==> config.mk <==
export PLATFORM = sky130hd
export DESIGN_NAME = modbus_weight_response_parser_unit
export DESIGN_NICKNAME = d
export VERILOG_FILES = /design/src/hdl/mbwrp_pkg.sv /design/src/hdl/modbus_weight_response_parser_unit.sv
export SDC_FILE = /design/constraint.sdc
export NUM_CORES = 1
export LEC_CHECK = 0
export ABC_AREA = 1
export BUFFER_PORTS_ARGS = -buffer_cell sky130_fd_sc_hd__buf_2
export CAP_MARGIN = 40
export CORE_ASPECT_RATIO = 1.1
export CORE_MARGIN = 3
export CORE_UTILIZATION = 45
export CTS_BUF_LIST = sky130_fd_sc_hd__clkbuf_4 sky130_fd_sc_hd__clkbuf_8
export CTS_CLUSTER_SIZE = 8
export DETAILED_ROUTE_END_ITERATION = 8
export GPL_ROUTABILITY_DRIVEN = 0
export HOLD_SLACK_MARGIN = 0.03
export MAX_ROUTING_LAYER = met4
export SYNTH_ARGS = -nofsm -noshare
export SYNTH_HDL_FRONTEND = slang
export SYNTH_SLANG_ARGS = --single-unit
==> constraint.sdc <==
create_clock -name clk -period 10 [get_ports clk]
set_clock_uncertainty 0.15 [all_clocks]
set_input_delay 2 -clock clk [delete_from_list [all_inputs] [get_ports clk]]
set_output_delay 2 -clock clk [all_outputs]
set_load 0.01 [all_outputs]
==> src/hdl/mbwrp_pkg.sv <==
package mbwrp_pkg;

    // Frame layout of the fixed-length read response
    localparam int unsigned FRAME_BYTES = 23;
    localparam int unsigned DATA_BYTES  = 18;
    localparam int unsigned COUNT_W     = 5;
    localparam int unsigned DATA_IDX_W  = 5;

    localparam logic [COUNT_W-1:0] POS_FUNC     = COUNT_W'(1);
    localparam logic [COUNT_W-1:0] POS_THIRD    = COUNT_W'(2);
    localparam logic [COUNT_W-1:0] POS_DATA_LO  = COUNT_W'(3);
    localparam logic [COUNT_W-1:0] POS_DATA_HI  = COUNT_W'(3 + DATA_BYTES - 1);
    localparam logic [COUNT_W-1:0] POS_CRC_LO   = COUNT_W'(FRAME_BYTES - 2);
    localparam logic [COUNT_W-1:0] POS_CRC_HI   = COUNT_W'(FRAME_BYTES - 1);
    localparam logic [COUNT_W-1:0] FRAME_COUNT  = COUNT_W'(FRAME_BYTES);

    // CRC-16/Modbus
    localparam logic [15:0] CRC_INIT = 16'hFFFF;
    localparam logic [15:0] CRC_POLY = 16'hA001;

    // Exception flag in the function byte
    localparam logic [7:0] FUNC_EXC_MASK = 8'h80;

    // Item modes
    localparam logic [1:0] MODE_BYTE    = 2'd0;
    localparam logic [1:0] MODE_CLEAR   = 2'd1;
    localparam logic [1:0] MODE_TIMEOUT = 2'd2;

    typedef enum logic [1:0] {
        RES_OK          = 2'd0,
        RES_NO_RESPONSE = 2'd1,
        RES_CRC_ERROR   = 2'd2,
        RES_EXCEPTION   = 2'd3
    } result_t;

    // One byte of CRC-16/Modbus, bit loop unrolled
    function automatic logic [15:0] crc16_byte(input logic [15:0] crc, input logic [7:0] b);
        logic [15:0] c;
        c = crc ^ {8'h00, b};
        for (int k = 0; k < 8; k++)
        begin
            if (c[0])
            begin
                c = (c >> 1) ^ CRC_POLY;
            end
            else
            begin
                c = c >> 1;
            end
        end
        return c;
    endfunction

endpackage

==> src/hdl/modbus_weight_response_parser_unit.sv <==
// Channel | valid    | stall     | payload
// --------+----------+-----------+-------------------------------------------------
// input   | in_valid | in_stall  | mode, rx_byte
// output  | out_valid| out_stall | result_code, exception_code, adc_raw, empty_load,
//         |          |           | scale_bits, weight_grams, status_word, bytes_received
//
// One item per cycle while no result is stalled; a taken item passes through the input
// register, then the result register (the CRC byte step sits between them).
// Reset clears the byte count, flags and header bytes, and loads the CRC with FFFF.
// A stalled result holds the result register; the item in the input register
// then waits and in_stall rises, so at most one item queues behind a result.
module modbus_weight_response_parser_unit
    import mbwrp_pkg::*;
(
    input  logic                clk,
    input  logic                rst_n,
    input  logic                in_valid,
    output logic                in_stall,
    input  logic [1:0]          mode,
    input  logic [7:0]          rx_byte,
    output logic                out_valid,
    input  logic                out_stall,
    output logic [1:0]          result_code,
    output logic [7:0]          exception_code,
    output logic signed [31:0]  adc_raw,
    output logic signed [31:0]  empty_load,
    output logic [31:0]         scale_bits,
    output logic signed [31:0]  weight_grams,
    output logic [15:0]         status_word,
    output logic [4:0]          bytes_received
);

    // Input register
    logic                   s1_valid_reg;
    logic [1:0]             s1_mode_reg;
    logic [7:0]             s1_byte_reg;

    // Frame state
    logic [COUNT_W-1:0]     byte_count_reg, byte_count_next;
    logic [15:0]            crc_accum_reg, crc_accum_next;
    logic [7:0]             function_byte_reg, function_byte_next;
    logic [7:0]             third_byte_reg, third_byte_next;
    logic [7:0]             crc_low_byte_reg, crc_low_byte_next;
    logic                   frame_done_reg, frame_done_next;
    logic [7:0]             data_store_reg [DATA_BYTES];

    // Result register
    logic                   out_valid_reg;
    result_t                result_code_reg, result_code_next;
    logic [7:0]             exception_code_reg, exception_code_next;
    logic [31:0]            adc_raw_reg, adc_raw_next;
    logic [31:0]            empty_load_reg, empty_load_next;
    logic [31:0]            scale_bits_reg, scale_bits_next;
    logic [31:0]            weight_grams_reg, weight_grams_next;
    logic [15:0]            status_word_reg, status_word_next;
    logic [COUNT_W-1:0]     bytes_received_reg, bytes_received_next;

    logic                   out_free;
    logic                   proc_fire;
    logic                   in_accept;
    logic                   res_valid;
    logic                   store_we;
    logic [DATA_IDX_W-1:0]  store_idx;
    logic [15:0]            crc_rx;

    // Handshake
    assign out_free  = !out_valid_reg || !out_stall;
    assign proc_fire = s1_valid_reg && out_free;
    assign in_stall  = s1_valid_reg && !out_free;
    assign in_accept = in_valid && !in_stall;

    always_ff @(posedge clk or negedge rst_n)
    begin
        if (!rst_n)
        begin
            s1_valid_reg <= 1'b0;
        end
        else if (in_accept)
        begin
            s1_valid_reg <= 1'b1;
        end
        else if (proc_fire)
        begin
            s1_valid_reg <= 1'b0;
        end
    end

    always_ff @(posedge clk)
    begin
        if (in_accept)
        begin
            s1_mode_reg <= mode;
            s1_byte_reg <= rx_byte;
        end
    end

    assign store_idx = DATA_IDX_W'(byte_count_reg - POS_DATA_LO);
    assign crc_rx    = {s1_byte_reg, crc_low_byte_reg};

    // Frame update and result decode
    always_comb
    begin
        byte_count_next     = byte_count_reg;
        crc_accum_next      = crc_accum_reg;
        function_byte_next  = function_byte_reg;
        third_byte_next     = third_byte_reg;
        crc_low_byte_next   = crc_low_byte_reg;
        frame_done_next     = frame_done_reg;
        store_we            = 1'b0;
        res_valid           = 1'b0;
        result_code_next    = RES_OK;
        exception_code_next = 8'h00;
        adc_raw_next        = 32'h0;
        empty_load_next     = 32'h0;
        scale_bits_next     = 32'h0;
        weight_grams_next   = 32'h0;
        status_word_next    = 16'h0;
        bytes_received_next = byte_count_reg;

        case (s1_mode_reg)
            MODE_CLEAR:
            begin
                byte_count_next    = '0;
                crc_accum_next     = CRC_INIT;
                function_byte_next = 8'h00;
                third_byte_next    = 8'h00;
                crc_low_byte_next  = 8'h00;
                frame_done_next    = 1'b0;
            end
            MODE_TIMEOUT:
            begin
                if (byte_count_reg < FRAME_COUNT)
                begin
                    res_valid        = 1'b1;
                    result_code_next = RES_NO_RESPONSE;
                end
            end
            MODE_BYTE:
            begin
                if (!frame_done_reg && byte_count_reg < FRAME_COUNT)
                begin
                    byte_count_next = byte_count_reg + COUNT_W'(1);
                    if (byte_count_reg < POS_CRC_LO)
                    begin
                        crc_accum_next = crc16_byte(crc_accum_reg, s1_byte_reg);
                    end
                    if (byte_count_reg == POS_FUNC)
                    begin
                        function_byte_next = s1_byte_reg;
                    end
                    else if (byte_count_reg == POS_THIRD)
                    begin
                        third_byte_next = s1_byte_reg;
                    end
                    else if (byte_count_reg inside {[POS_DATA_LO:POS_DATA_HI]})
                    begin
                        store_we = 1'b1;
                    end
                    else if (byte_count_reg == POS_CRC_LO)
                    begin
                        crc_low_byte_next = s1_byte_reg;
                    end

                    // Last byte closes the frame
                    if (byte_count_reg == POS_CRC_HI)
                    begin
                        frame_done_next     = 1'b1;
                        res_valid           = 1'b1;
                        bytes_received_next = FRAME_COUNT;
                        if (crc_rx != crc_accum_reg)
                        begin
                            result_code_next = RES_CRC_ERROR;
                        end
                        else if ((function_byte_reg & FUNC_EXC_MASK) != 8'h00)
                        begin
                            result_code_next    = RES_EXCEPTION;
                            exception_code_next = third_byte_reg;
                        end
                        else
                        begin
                            result_code_next  = RES_OK;
                            adc_raw_next      = {data_store_reg[3], data_store_reg[2],
                                                 data_store_reg[1], data_store_reg[0]};
                            empty_load_next   = {data_store_reg[7], data_store_reg[6],
                                                 data_store_reg[5], data_store_reg[4]};
                            scale_bits_next   = {data_store_reg[11], data_store_reg[10],
                                                 data_store_reg[9], data_store_reg[8]};
                            weight_grams_next = {data_store_reg[15], data_store_reg[14],
                                                 data_store_reg[13], data_store_reg[12]};
                            status_word_next  = {data_store_reg[16], data_store_reg[17]};
                        end
                    end
                end
            end
            default:
            begin
            end
        endcase
    end

    // Frame state registers
    always_ff @(posedge clk or negedge rst_n)
    begin
        if (!rst_n)
        begin
            byte_count_reg    <= '0;
            crc_accum_reg     <= CRC_INIT;
            function_byte_reg <= 8'h00;
            third_byte_reg    <= 8'h00;
            crc_low_byte_reg  <= 8'h00;
            frame_done_reg    <= 1'b0;
        end
        else if (proc_fire)
        begin
            byte_count_reg    <= byte_count_next;
            crc_accum_reg     <= crc_accum_next;
            function_byte_reg <= function_byte_next;
            third_byte_reg    <= third_byte_next;
            crc_low_byte_reg  <= crc_low_byte_next;
            frame_done_reg    <= frame_done_next;
        end
    end

    // Data bytes of the frame
    always_ff @(posedge clk)
    begin
        if (proc_fire && store_we)
        begin
            data_store_reg[store_idx] <= s1_byte_reg;
        end
    end

    // Result register
    always_ff @(posedge clk or negedge rst_n)
    begin
        if (!rst_n)
        begin
            out_valid_reg <= 1'b0;
        end
        else if (proc_fire && res_valid)
        begin
            out_valid_reg <= 1'b1;
        end
        else if (!out_stall)
        begin
            out_valid_reg <= 1'b0;
        end
    end

    always_ff @(posedge clk)
    begin
        if (proc_fire && res_valid)
        begin
            result_code_reg    <= result_code_next;
            exception_code_reg <= exception_code_next;
            adc_raw_reg        <= adc_raw_next;
            empty_load_reg     <= empty_load_next;
            scale_bits_reg     <= scale_bits_next;
            weight_grams_reg   <= weight_grams_next;
            status_word_reg    <= status_word_next;
            bytes_received_reg <= bytes_received_next;
        end
    end

    assign out_valid      = out_valid_reg;
    assign result_code    = result_code_reg;
    assign exception_code = exception_code_reg;
    assign adc_raw        = adc_raw_reg;
    assign empty_load     = empty_load_reg;
    assign scale_bits     = scale_bits_reg;
    assign weight_grams   = weight_grams_reg;
    assign status_word    = status_word_reg;
    assign bytes_received = bytes_received_reg;

    // Checks
    a_count_range: assert property (@(posedge clk) disable iff (!rst_n)
        byte_count_reg <= FRAME_COUNT)
        else $error("byte count past frame length");

    a_stall_source: assert property (@(posedge clk) disable iff (!rst_n)
        in_stall |-> (s1_valid_reg && out_valid_reg))
        else $error("input stalled with nothing blocking");

    a_short_count: assert property (@(posedge clk) disable iff (!rst_n)
        (out_valid && result_code == RES_NO_RESPONSE) |-> (bytes_received < FRAME_COUNT))
        else $error("short-response result with full count");

    a_full_count: assert property (@(posedge clk) disable iff (!rst_n)
        (out_valid && result_code != RES_NO_RESPONSE) |-> (bytes_received == FRAME_COUNT))
        else $error("frame result without full count");

    a_data_zero: assert property (@(posedge clk) disable iff (!rst_n)
        (out_valid && result_code != RES_OK) |->
            (adc_raw == 32'sd0 && weight_grams == 32'sd0 && status_word == 16'h0))
        else $error("data fields set on failed frame");

endmodule

==> impl_metrics.toml <==
[run_status]
status = "completed"

[critical_path]
critPathRequiredTime_ps = 7850
r2r_cells = 7
crit_fanout = 2
cp-end-kind = "primary output"
cp-startpoint = "out_stall"
reg2reg_from = "s1_mode_reg[0]"
worstSetupPathType = "input port to primary output"
critPathSlowestCell = "buf_2"
crit_path_cell_trace = "buf_2, nand2_1, nor2_1, buf_2"
cp_slowest_stage_delay_ps = 150
start_kind = "input port"
endpoint = "in_stall"
arrival_ps = 2400
worst_path_most_repeated_cell = "buf_2"
r2r_end = "weight_grams[27]"
r2r_slack_ps = 6000

[yosys]
ys_seq_area_share_pct = 77.85
ys.flop_type = "edfxtp_1"
synthAdderAreaFrac_pct = 0.5595
synth-simple-area-share_pct = 10.65
synth_xor_area_share_pct = 1.306
ys_warn_count = 0
ys_seq_elements = 354
synthMuxAreaShare_pct = 0
async_flop_share_pct = 11.58
netlist_top_cells_area = "edfxtp_1 (70%), inv_1 (5.4%), nor2_1 (5.2%), dfrtp_1 (4.7%), nand2_1 (3.3%)"
syn-cell-area_um2 = 13420
yosys.area.top_type = "edfxtp_1"
synth_cell_types = 38
synth_nets = 1022
synth_edf_count = 313
synth.avg_cell_area_um2 = 13.39
synthCells = 1002
synth_top_family_by_area = "simple AND/OR/NAND/NOR gates"
synth-compound-area-share_pct = 2.527
synth_top_area_share_pct = 70.06

[grt]
overflow = 0
grt_use_total_pct = 17.58
grt_pass1_wl_mm = 42.48
grt_pass1_vias = 7758
antenna_found_initial = 0
grt_max_degree = 84

[clock_tree]
post_cts_resized = 0
ctsHoldBuffers = 0
clockBufferDepth = 3
numCtsBuffers = 55
clkTransAtPathRegs_ps = 60
cts.sinks = 354
cts_tree = "built"
htreeDepth = 2
root_buffer = "clkbuf_8"
clkLatencyLatePin_ps = 570
post_cts_buffers = 0

[floorplan]
die_x_um = 170.6
die_h_um = 187.1
pin_count = 175
fp-row-count = 65
die_area_um2 = 31930
initial_core_util_pct = 46.21
core-area_um2 = 29030

[cells_and_area]
antennaDiodeCount = 0
mostFrequentLayoutCell = "edfxtp_1"
layout_common_cells = "edfxtp_1 (313), inv_1 (194), nor2_1 (186)"
largest_reg_flops = 144
syn2layout_area_growth_pct = 18.08
drive_above_1_share_pct = 26.17
fin_nets = 1242
final_util_pct = 54.57

[flow_run]
max_cap_viol_count = 0

[timing]
worst_pin_slew_ps = 821.9
timing.final.crit_period_ps = 4554
final-hold-violation-count = 0
setup_tns_ps = 0
rsz0062_at_grt = "false"
timing.final.ws_setup_ps = 5446
holdWs_ps = 343.4
min_period_over_period_pct = 45.54
setup_viol = 0
slew_headroom_pct = 45.20
finalMaxSlewViolations = 0
fmax_mhz = 219.6

[power_and_ir_drop]
power_leakage_nw = 6.403
ir_worst_vdd_mv = 0.1232
total_power_mw = 3.093
powerDensity_nw_per_um2 = 195.3

[route]
drt-initial-drc-count = 503
vias_per_cell = 4.661
vias = 7612
wire_per_inst_um = 16.58
totalWireLength_mm = 27.08
antenna_left = 0
drc = 0
drt_first_pass_iters = 5

[hold_path]
hold_start = "third_byte_reg[1]"
hp-class = "flip-flop to flip-flop"

[placement]
dp_slack_ps = 5364
portBuffers = 174
hpwl_mm = 17.30
==> power by group <==
part | internal (mW) | total [mW] | switching (mW)
Sequential | 1.67 | 1.70 | 0.0295
Combinational | 0.0644 | 0.191 | 0.126
Clock | 0.687 | 1.20 | 0.517
Total | 2.42 | 3.09 | 0.673
==> kinds of logic after synthesis <==
| kind of cell | count (synthesis) |
|---|---|
| adders and majority gates | 6 |
| and+or+nand+nor | 345 |
| buffers and inverters | 227 |
| AOI/OAI and AO/OA | 50 |
| DFF | 354 |
| xor gates and xnor gates | 20 |
==> worst max-delay path, delay by kind of cell <==
family	cells	cell delay, ps
buf+inv	2	230
simple gates	2	180
==> synth_stat cells (2+ instances only) <==
| library cell | number |
|---|---|
| nor3_1 | 2 |
| nor2_1 | 186 |
| nand2_2 | 2 |
| inv_4 | 3 |
| a21oi_1 | 5 |
| nor2_4 | 2 |
| edfxtp_1 | 313 |
| nor2_8 | 2 |
| dfrtp_1 | 25 |
| buf_6 | 11 |
| xnor2_1 | 15 |
| xor2_1 | 5 |
| o21ai_2 | 2 |
| a32oi_1 | 3 |
| clkbuf_1 | 5 |
| o21ai_1 | 11 |
| nand4_1 | 4 |
| nand3_1 | 21 |
| a22oi_2 | 3 |
| nand2_1 | 117 |
| nand2_4 | 2 |
| nor2_2 | 4 |
| a22oi_1 | 5 |
| buf_2 | 9 |
| ha_1 | 6 |
| dfstp_2 | 16 |
| o21ai_0 | 15 |
| inv_1 | 194 |
| inv_2 | 5 |
==> final cells by class <==
| type | count | area [um2] |
|---|---|---|
| clock buffer | 94 | 1100 |
| clock inverter | 6 | 32.53 |
| fill | 2390 | 13190 |
| inverter | 202 | 765.7 |
| multi-input combinational | 421 | 2031 |
| sequential | 354 | 10450 |
| tap | 368 | 460.4 |
| timing repair buffer | 188 | 1008 |
==> worst min path at each step <==
stage | to | depth (start not counted) | slack (ps)
global route | frame_done_reg | 2 | 380
global placement | third_byte_reg[1] | 2 | 320
detailed placement | third_byte_reg[1] | 2 | 330
CTS | third_byte_reg[6] | 2 | 350
floorplan | third_byte_reg[0] | 2 | 300
finish | third_byte_reg[1] | 2 | 340
==> per-stage QoR <==
| stage | cell area (um2) | cells |
|---|---|---|
| finish | 15840 | 1633 |
| global route | 15840 | 1633 |
| CTS | 15840 | 1633 |
| detailed placement | 14710 | 1533 |
| global placement | 14660 | 1531 |
| floorplan | 13420 | 1002 |
==> routing by layer <==
metal / wire length [um] / global-route usage, %
met1: 11520 / 22.71
met2: 13360 / 28.03
met3: 1325 / 3.001
met4: 873 / 6.617
met5: 0 / -
No activity file was read; power rests on OpenSTA's default activity.
